$ cat src/hw/rtl/bllca_pkg.sv
`timescale 1ns / 1ps
// Package for the binary-lifting LCA engine: sizes, opcodes, FSM states,
// controller/datapath command and status structs, address helpers. No dependencies.
package bllca_pkg;

    localparam int MAX_NODES   = 1024;
    localparam int JUMP_LEVELS = 10;
    localparam int NODE_W      = 10;
    localparam int OP_W        = 2;

    localparam int IDX_W    = $clog2(MAX_NODES);
    localparam int LVL_W    = $clog2(JUMP_LEVELS);
    localparam int JT_AW    = IDX_W + LVL_W;
    localparam int JT_DEPTH = MAX_NODES << LVL_W;

    typedef logic [NODE_W-1:0] node_t;
    typedef logic [LVL_W-1:0]  lvl_t;
    typedef logic [IDX_W-1:0]  idx_t;
    typedef logic [JT_AW-1:0]  jt_addr_t;

    localparam node_t DEPTH_MAX = '1;
    localparam lvl_t  LVL_TOP   = LVL_W'(JUMP_LEVELS - 1);

    typedef enum logic [OP_W-1:0] {
        OP_LOAD = 2'd0,
        OP_LCA  = 2'd1,
        OP_KTH  = 2'd2
    } op_t;

    typedef enum logic [3:0] {
        S_IDLE,
        S_DECODE,
        S_LD_DWR,
        S_LD_RD,
        S_LD_WR,
        S_Q_DCHK,
        S_CL_CHK,
        S_CL_WAIT,
        S_CL_END,
        S_LF_RD,
        S_LF_CMP,
        S_FIN_RD,
        S_FIN_WAIT,
        S_POST
    } state_t;

    typedef struct packed {
        logic capture;   // latch the input transaction
        logic dep_par;   // depth port A reads the parent instead of node_a
        logic jt_we;     // write one jump-table entry of node_a
        logic jt_lvl0;   // entry is level 0 (parent) instead of lvl+1
        logic dep_we;    // write node_a depth
        logic u_par;     // u <= parent
        logic u_eff;     // u <= jump-table read A
        logic q_kth;     // k-th ancestor setup
        logic q_lca;     // LCA setup, deeper node into u
        logic k_sub;     // k -= 2^lvl
        logic lift;      // LCA lift step
        logic lvl_clr;
        logic lvl_top;
        logic lvl_inc;
        logic lvl_dec;
        logic res_zero;
        logic res_u;
        logic res_eff;
        logic post;      // move result into output register
    } ctl_cmd_t;

    typedef struct packed {
        logic [OP_W-1:0] op;
        logic a_real;
        logic lvl_zero;
        logic lvl_last;
        logic k_take;
        logic k_gt_d;
        logic u_eq_v;
        logic out_free;
    } ctl_status_t;

    // Node 0 and indexes beyond the table act as the all-zero sentinel.
    function automatic logic is_real(input node_t n);
        return (n != '0) && (32'(n) < MAX_NODES);
    endfunction

    function automatic idx_t node_idx(input node_t n);
        return IDX_W'(n);
    endfunction

    function automatic jt_addr_t jt_addr(input node_t n, input lvl_t l);
        return {node_idx(n), l};
    endfunction

endpackage

$ cat src/hw/rtl/bllca_controller.sv
`timescale 1ns / 1ps
// Controller FSM: sequences loads, climbs and LCA lifts through the datapath.
// Depends on bllca_pkg.
module bllca_controller (
    input  logic                   clk,
    input  logic                   rst_n,
    input  logic                   in_valid,
    output logic                   in_ready,
    input  bllca_pkg::ctl_status_t status,
    output bllca_pkg::ctl_cmd_t    cmd
);
    import bllca_pkg::*;

    state_t state_reg, state_next;

    always_ff @(posedge clk or negedge rst_n)
    begin
        if (!rst_n)
        begin
            state_reg <= S_IDLE;
        end
        else
        begin
            state_reg <= state_next;
        end
    end

    // next state
    always_comb
    begin
        state_next = state_reg;
        case (state_reg)
            S_IDLE:
            begin
                if (in_valid)
                begin
                    state_next = S_DECODE;
                end
            end
            S_DECODE:
            begin
                case (status.op)
                    OP_LOAD: state_next = status.a_real ? S_LD_DWR : S_IDLE;
                    OP_LCA:  state_next = S_Q_DCHK;
                    OP_KTH:  state_next = S_Q_DCHK;
                    default: state_next = S_IDLE;
                endcase
            end
            S_LD_DWR: state_next = S_LD_RD;
            S_LD_RD:  state_next = S_LD_WR;
            S_LD_WR:  state_next = status.lvl_last ? S_IDLE : S_LD_RD;
            S_Q_DCHK:
            begin
                if ((status.op == OP_KTH) && status.k_gt_d)
                begin
                    state_next = S_POST;
                end
                else
                begin
                    state_next = S_CL_CHK;
                end
            end
            S_CL_CHK:
            begin
                if (status.k_take)
                begin
                    state_next = S_CL_WAIT;
                end
                else if (status.lvl_zero)
                begin
                    state_next = S_CL_END;
                end
            end
            S_CL_WAIT: state_next = status.lvl_zero ? S_CL_END : S_CL_CHK;
            S_CL_END:
            begin
                if ((status.op == OP_KTH) || status.u_eq_v)
                begin
                    state_next = S_POST;
                end
                else
                begin
                    state_next = S_LF_RD;
                end
            end
            S_LF_RD:    state_next = S_LF_CMP;
            S_LF_CMP:   state_next = status.lvl_zero ? S_FIN_RD : S_LF_RD;
            S_FIN_RD:   state_next = S_FIN_WAIT;
            S_FIN_WAIT: state_next = S_POST;
            S_POST:
            begin
                if (status.out_free)
                begin
                    state_next = S_IDLE;
                end
            end
            default: state_next = S_IDLE;
        endcase
    end

    // outputs
    always_comb
    begin
        cmd      = '0;
        in_ready = 1'b0;
        case (state_reg)
            S_IDLE:
            begin
                in_ready    = 1'b1;
                cmd.capture = in_valid;
            end
            S_DECODE:
            begin
                cmd.dep_par = (status.op == OP_LOAD);
            end
            S_LD_DWR:
            begin
                cmd.jt_we   = 1'b1;
                cmd.jt_lvl0 = 1'b1;
                cmd.dep_we  = 1'b1;
                cmd.u_par   = 1'b1;
                cmd.lvl_clr = 1'b1;
            end
            S_LD_RD:
            begin
                cmd = '0;
            end
            S_LD_WR:
            begin
                cmd.jt_we   = 1'b1;
                cmd.u_eff   = 1'b1;
                cmd.lvl_inc = !status.lvl_last;
            end
            S_Q_DCHK:
            begin
                if (status.op == OP_KTH)
                begin
                    if (status.k_gt_d)
                    begin
                        cmd.res_zero = 1'b1;
                    end
                    else
                    begin
                        cmd.q_kth   = 1'b1;
                        cmd.lvl_top = 1'b1;
                    end
                end
                else
                begin
                    cmd.q_lca   = 1'b1;
                    cmd.lvl_top = 1'b1;
                end
            end
            S_CL_CHK:
            begin
                if (status.k_take)
                begin
                    cmd.k_sub = 1'b1;
                end
                else
                begin
                    cmd.lvl_dec = !status.lvl_zero;
                end
            end
            S_CL_WAIT:
            begin
                cmd.u_eff   = 1'b1;
                cmd.lvl_dec = !status.lvl_zero;
            end
            S_CL_END:
            begin
                if ((status.op == OP_KTH) || status.u_eq_v)
                begin
                    cmd.res_u = 1'b1;
                end
                else
                begin
                    cmd.lvl_top = 1'b1;
                end
            end
            S_LF_RD:
            begin
                cmd = '0;
            end
            S_LF_CMP:
            begin
                cmd.lift    = 1'b1;
                cmd.lvl_dec = !status.lvl_zero;
            end
            S_FIN_RD:
            begin
                cmd = '0;
            end
            S_FIN_WAIT:
            begin
                cmd.res_eff = 1'b1;
            end
            S_POST:
            begin
                cmd.post = status.out_free;
            end
            default:
            begin
                cmd = '0;
            end
        endcase
    end

endmodule

$ cat config.mk
export PLATFORM = sky130hd
export DESIGN_NAME = bllca_controller
export DESIGN_NICKNAME = d
export VERILOG_FILES = /design/src/hw/rtl/bllca_pkg.sv /design/src/hw/rtl/bllca_controller.sv
export SDC_FILE = /design/constraint.sdc
export NUM_CORES = 1
export LEC_CHECK = 0
export ABC_CLOCK_PERIOD_IN_PS = 2100
export BUFFER_PORTS_ARGS = -buffer_cell sky130_fd_sc_hd__buf_2
export CAP_MARGIN = 15
export CORE_MARGIN = 3
export CORE_UTILIZATION = 28
export DETAILED_ROUTE_END_ITERATION = 12
export GPL_ROUTABILITY_DRIVEN = 0
export RECOVER_POWER = 100
export REMOVE_ABC_BUFFERS = 1
export SYNTH_ARGS = -nofsm -noshare
export SYNTH_HDL_FRONTEND = slang
export SYNTH_SLANG_ARGS = --single-unit
$ cat constraint.sdc
create_clock -name clk -period 2.1 [get_ports clk]
set_clock_uncertainty 0.05 [all_clocks]
set_input_delay 0.21 -clock clk [delete_from_list [all_inputs] [get_ports clk]]
set_output_delay 0.21 -clock clk [all_outputs]
set_load 0.02 [all_outputs]
==> flow_summary.json, run 1 <==
{
  "yosys.area.top_type": "dfrtp_1",
  "initial_core_util_pct": 31.6,
  "io_buffers": 31,
  "core_mm2": 0.00208,
  "vdd_drop_max_uv": 573,
  "p_leak_nw": 0.335,
  "clk_latency_ps": 240,
  "drive_above_1_share_pct": 22.9,
  "cp_max_fo": 15,
  "antenna_cells": 0,
  "dp_hpwl_um": 1510,
  "fin_crit_ps": 1970,
  "r2r_cells": 3,
  "hold_viol": 0,
  "post-route-util_pct": 39.2,
  "power_density_mw_per_mm2": 1350,
  "timing.fmax_ghz": 0.507,
  "drv_slew": 0,
  "numCtsBuffers": 3,
  "final_cells": 145,
  "cts_buffer_depth": 2,
  "synth_edf_count": 0,
  "synthesis.area_um2": 658,
  "ant_nets": 0,
  "cts_htree_levels": 1,
  "timing.final.crit_share_pct": 93.9,
  "r2r_start": "state_reg[1]$_DFFE_PN0P_",
  "required_ps": 1840,
  "dominantRegCellSynth": "dfrtp_1",
  "vias": 788,
  "routedWlPerCell_um": 13.3,
  "synth_seq_area_share_pct": 15.2,
  "cts_tree": "yes",
  "grt_max_degree": 18,
  "first_pass_iters": 4,
  "num-nets-final": 134,
  "core.rowCount": 16,
  "netlist_instances": 90,
  "tightest_slew_ps": 539,
  "largest_reg_flops": 4,
  "rsz0062_at_grt": "no",
  "design.die.area_mm2": 0.00297,
  "cp.depth": 4,
  "startpoint": "state_reg[1]$_DFFE_PN0P_",
  "timing.hold.ws_ps": 195,
  "clk_pin_slew_ps": 40,
  "outcome": "complete, no violations",
  "async_flop_share_pct": 100,
  "postPlaceCellArea_um2": 812,
  "cts_sinks": 4,
  "critPathTopFamily": "simple AND/OR/NAND/NOR gates",
  "drc_errors": 0,
  "arrival_ps": 1710,
  "viasPerCell": 5.43,
  "finalInstanceArea_um2": 816,
  "crit_slowest_cell": "dfrtp_1",
  "critPathLaunchType": "flip-flop",
  "grt_overflow": 0,
  "path_buf_inv": 1,
  "antenna_found_initial": 0,
  "root_buffer": "clkbuf_4",
  "endpoint": "cmd[18]",
  "synth.distinct_cells": 36,
  "yosysTopAreaCellShare_pct": 15.2,
  "totalWireLength_um": 1940,
  "slowest_delay_ps": 540,
  "worstPathCellList": "or2_1 -> nor3_1 -> and2_1 -> clkbuf_2",
  "grt_pass1_wl_um": 3160,
  "setup_tns_ps": 0,
  "dp.cells": 141,
  "area_delta_synth_final_pct": 24.0,
  "postCtsSetupRepairBufs": 0,
  "grt_pass1_vias": 709,
  "grt.total_usage_pct": 14.6,
  "hold_class": "in -> reg",
  "io_pins": 32,
  "timing.rr.end": "state_reg[3]$_DFFE_PN0P_",
  "synth_area_leaders": "dfrtp_1 (15%), nand2b_1 (7.6%), nor3_1 (6.1%)",
  "rrSetupSlack_ps": 340,
  "syn_avg_cell_area_um2": 7.31,
  "ys_warn_count": 0,
  "die_w_um": 54.5,
  "setup_viol": 0,
  "synth_common_cells": "nand2b_1 (8), nor3_1 (8), buf_2 (7), nor2_1 (7)",
  "ys_ff_latch": 4,
  "setup.worst_path.class": "reg -> out",
  "chipHeight_um": 54.5,
  "drv_cap": 0,
  "drt_iter0_markers": 29,
  "relSlewSlack_pct": 63.6,
  "end_kind": "output pin"
}
## worst register-to-register path, cell delays in order (launching register included)
cell	delay [ps]
dfrtp_1	540
or2_1	390
o41ai_1	490
o21bai_1	150
## kinds of logic (layout without fill, tap and decap cells)
| group | count (synthesis) | in the layout | synth area share (%) |
|---|---|---|---|
| AND/OR/NAND/NOR | 47 | 47 | 42.4 |
| AO/OA/AOI/OAI | 21 | 21 | 24.7 |
| buffers and inverters | 14 | 42 | 11.0 |
| flip-flops | 4 | 4 | 15.2 |
| multiplexers | 1 | 1 | 1.52 |
| XOR/XNOR | 1 | 1 | 1.33 |
| adder cells (fa/ha/maj) | 2 | 2 | 3.80 |
## area by class of cell
cell class | count | area [um^2]
inverter | 4 | 15.0
clock buffer | 3 | 22.5
timing repair buffer | 35 | 165
tap | 27 | 33.8
multi-input combinational | 72 | 478
fill | 233 | 1270
sequential | 4 | 101
## cells in the final DEF, fill, tap and decap left out, drive strengths merged, types with 2 or more instances in the layout
cell / n
nand2: 6
o211ai: 2
nor2b: 6
nand2b: 8
nor2: 7
nor3: 10
clkbuf: 23
o21bai: 3
ha: 2
nor3b: 2
inv: 4
buf: 14
dfrtp: 4
a21oi: 6
## what timing repair did
item / in CTS / in global routing
gates resized for setup: 0 / 1
hold buffers: 1 / 0
endpoints found under the hold margin: 4 / 0
setup endpoints to repair: 0 / 1
## worst min-delay path by stage
stage / slack, ps / endpoint / from / depth (start not counted)
5_1_grt: 200 / state_reg[1]$_DFFE_PN0P_ / status[6] / 3
3_5_place_dp: -30 / state_reg[2]$_DFFE_PN0P_ / rst_n / 1
6_report: 190 / state_reg[1]$_DFFE_PN0P_ / status[6] / 3
4_1_cts: 190 / state_reg[1]$_DFFE_PN0P_ / status[6] / 3
2_1_floorplan: -140 / state_reg[0]$_DFFE_PN0P_ / rst_n / 0
3_3_place_gp: -30 / state_reg[2]$_DFFE_PN0P_ / rst_n / 1
## power breakdown
group / switching (W) / total, W / internal, W
sequential: 0.0000990 / 0.000215 / 0.000116
combinational: 0.000482 / 0.000785 / 0.000304
clock: 0.0000335 / 0.0000976 / 0.0000641
total: 0.000614 / 0.00110 / 0.000483
## per-layer routing
metal	vias up	track usage, %	routed length (um)
li1	379	-	-
met1	362	20.5	888
met2	47	21.1	826
met3	0	4.36	220
met4	0	4.15	0
met5	-	0	0
## through the flow
step	setup slack [ps]	total power, W
floorplan	-505	0.000760
global placement	461	0.00101
detailed placement	396	0.00102
CTS	123	0.00113
global route	54.4	0.00119
finish	127	0.00110
Note: power is estimated with default switching activity, not from simulation.
==> run 2, diff against run 1 <==
--- a/config.mk
+++ b/config.mk
@@ -12,7 +12,6 @@
 export CORE_UTILIZATION = 28
 export DETAILED_ROUTE_END_ITERATION = 12
 export GPL_ROUTABILITY_DRIVEN = 0
-export RECOVER_POWER = 100
 export REMOVE_ABC_BUFFERS = 1
 export SYNTH_ARGS = -nofsm -noshare
 export SYNTH_HDL_FRONTEND = slang
==> flow_summary.json, run 2 (synthesized netlist as in run 1, its figures left out) <==
{
  "clk_latency_ps": 240,
  "io_buffers": 31,
  "drt_iter0_markers": 34,
  "ant_nets": 0,
  "core.rowCount": 16,
  "antenna_cells": 0,
  "grt_overflow": 0,
  "vdd_drop_max_uv": 590,
  "end_kind": "output pin",
  "largest_reg_flops": 4,
  "required_ps": 1840,
  "cts_htree_levels": 1,
  "wl_met2_um": 831,
  "totalWireLength_um": 1950,
  "outcome": "complete, no violations",
  "antenna_found_initial": 0,
  "power_density_mw_per_mm2": 1330,
  "grt_max_degree": 18,
  "finalInstanceArea_um2": 846,
  "cts_sinks": 4,
  "io_pins": 32,
  "relSlewSlack_pct": 67.8,
  "area_delta_synth_final_pct": 28.5,
  "core_mm2": 0.00208,
  "vias": 784,
  "fillers": 225,
  "critPathLaunchType": "flip-flop",
  "top_layer": "met3",
  "layout_commonest_cell": "buf_2",
  "routedWlPerCell_um": 13.4,
  "drc_errors": 0,
  "clk_pin_slew_ps": 40,
  "drv_slew": 0,
  "met1_length_um": 929,
  "p_leak_nw": 0.409,
  "first_pass_iters": 4,
  "timing.final.crit_share_pct": 93.5,
  "initial_core_util_pct": 31.6,
  "cp_max_fo": 15,
  "cts_tree": "yes",
  "grt.total_usage_pct": 14.6,
  "postCtsSetupRepairBufs": 0,
  "layout_common_cells": "buf_2 (31), nand2b_1 (8), nor3_1 (8)",
  "drive_above_1_share_pct": 37.3,
  "design.die.area_mm2": 0.00297,
  "rsz0062_at_grt": "no",
  "setup.worst_path.class": "reg -> out",
  "die_w_um": 54.5,
  "p_total_w": 0.00113,
  "startpoint": "state_reg[1]$_DFFE_PN0P_",
  "timing.fmax_ghz": 0.509,
  "viasPerCell": 5.41,
  "fin_crit_ps": 1960,
  "cts_buffer_depth": 2,
  "route.met3.wl_um": 188,
  "grt_pass1_wl_um": 3160,
  "num-nets-final": 134,
  "arrival_ps": 1700,
  "hold_class": "in -> reg",
  "timing.hold.ws_ps": 192,
  "postPlaceCellArea_um2": 812,
  "hold_viol": 0,
  "r2r_start": "state_reg[1]$_DFFE_PN0P_",
  "holdCritStartpoint": "status[6]",
  "dp_hpwl_um": 1510,
  "chipHeight_um": 54.5,
  "drv_cap": 0,
  "tightest_slew_ps": 483,
  "setup_viol": 0,
  "numCtsBuffers": 3,
  "root_buffer": "clkbuf_4",
  "setup_tns_ps": 0,
  "grt_pass1_vias": 709
}
run 2: what timing repair did:
action,4_1_cts,5_1_grt
setup endpoints to repair,0,1
hold endpoints to repair,4,0
gates resized for setup,0,1
hold buffers,1,0
run 2: layout make-up:
| type | count | area, um^2 | share of cell area [%] |
|---|---|---|---|
| clock buffers | 3 | 22.5 | 2.66 |
| inverters | 4 | 15.0 | 1.78 |
| multi-input cells | 72 | 485 | 57.4 |
| flip-flops and latches | 4 | 101 | 12.0 |
| well taps | 27 | 33.8 | 3.99 |
| repair buffers | 35 | 188 | 22.2 |
run 2: final timing paths:
check / end / slack (ps) / depth (start not counted)
worst max-delay path: cmd[18] / 140 / 4
worst min register to register: state_reg[2]$_DFFE_PN0P_ / 670 / 1
worst max register to register: state_reg[2]$_DFFE_PN0P_ / 460 / 4
max in group asynchronous: state_reg[0]$_DFFE_PN0P_ / 1610 / 2
worst min-delay path: state_reg[1]$_DFFE_PN0P_ / 190 / 3
min in group asynchronous: state_reg[1]$_DFFE_PN0P_ / 260 / 2
run 2: metal layers:
metal  up-vias  global-route usage [%]
li1        378                       -
met1       359                    20.5
met2        47                    21.1
met3         0                    4.36
met4         0                    4.15
met5         -                       0
run 2: stage by stage:
step	utilization [%]	instances	setup WS, ps
3_5_place_dp	39.0	141	396
5_1_grt	40.6	145	67.2
2_1_floorplan	-	80	-505
4_1_cts	40.6	145	123
6_report	40.6	145	136
3_3_place_gp	39.0	141	461
run 2: power by group:
part           switching (W)  internal (W)
combinational       0.000482      0.000332
clock              0.0000336     0.0000641
sequential         0.0000999      0.000116
run 2: worst max-delay path: stages (launching register included):
cell	delay [ps]
dfrtp_1	550
or2_1	400
nor3_1	210
and2_1	150
buf_2	150
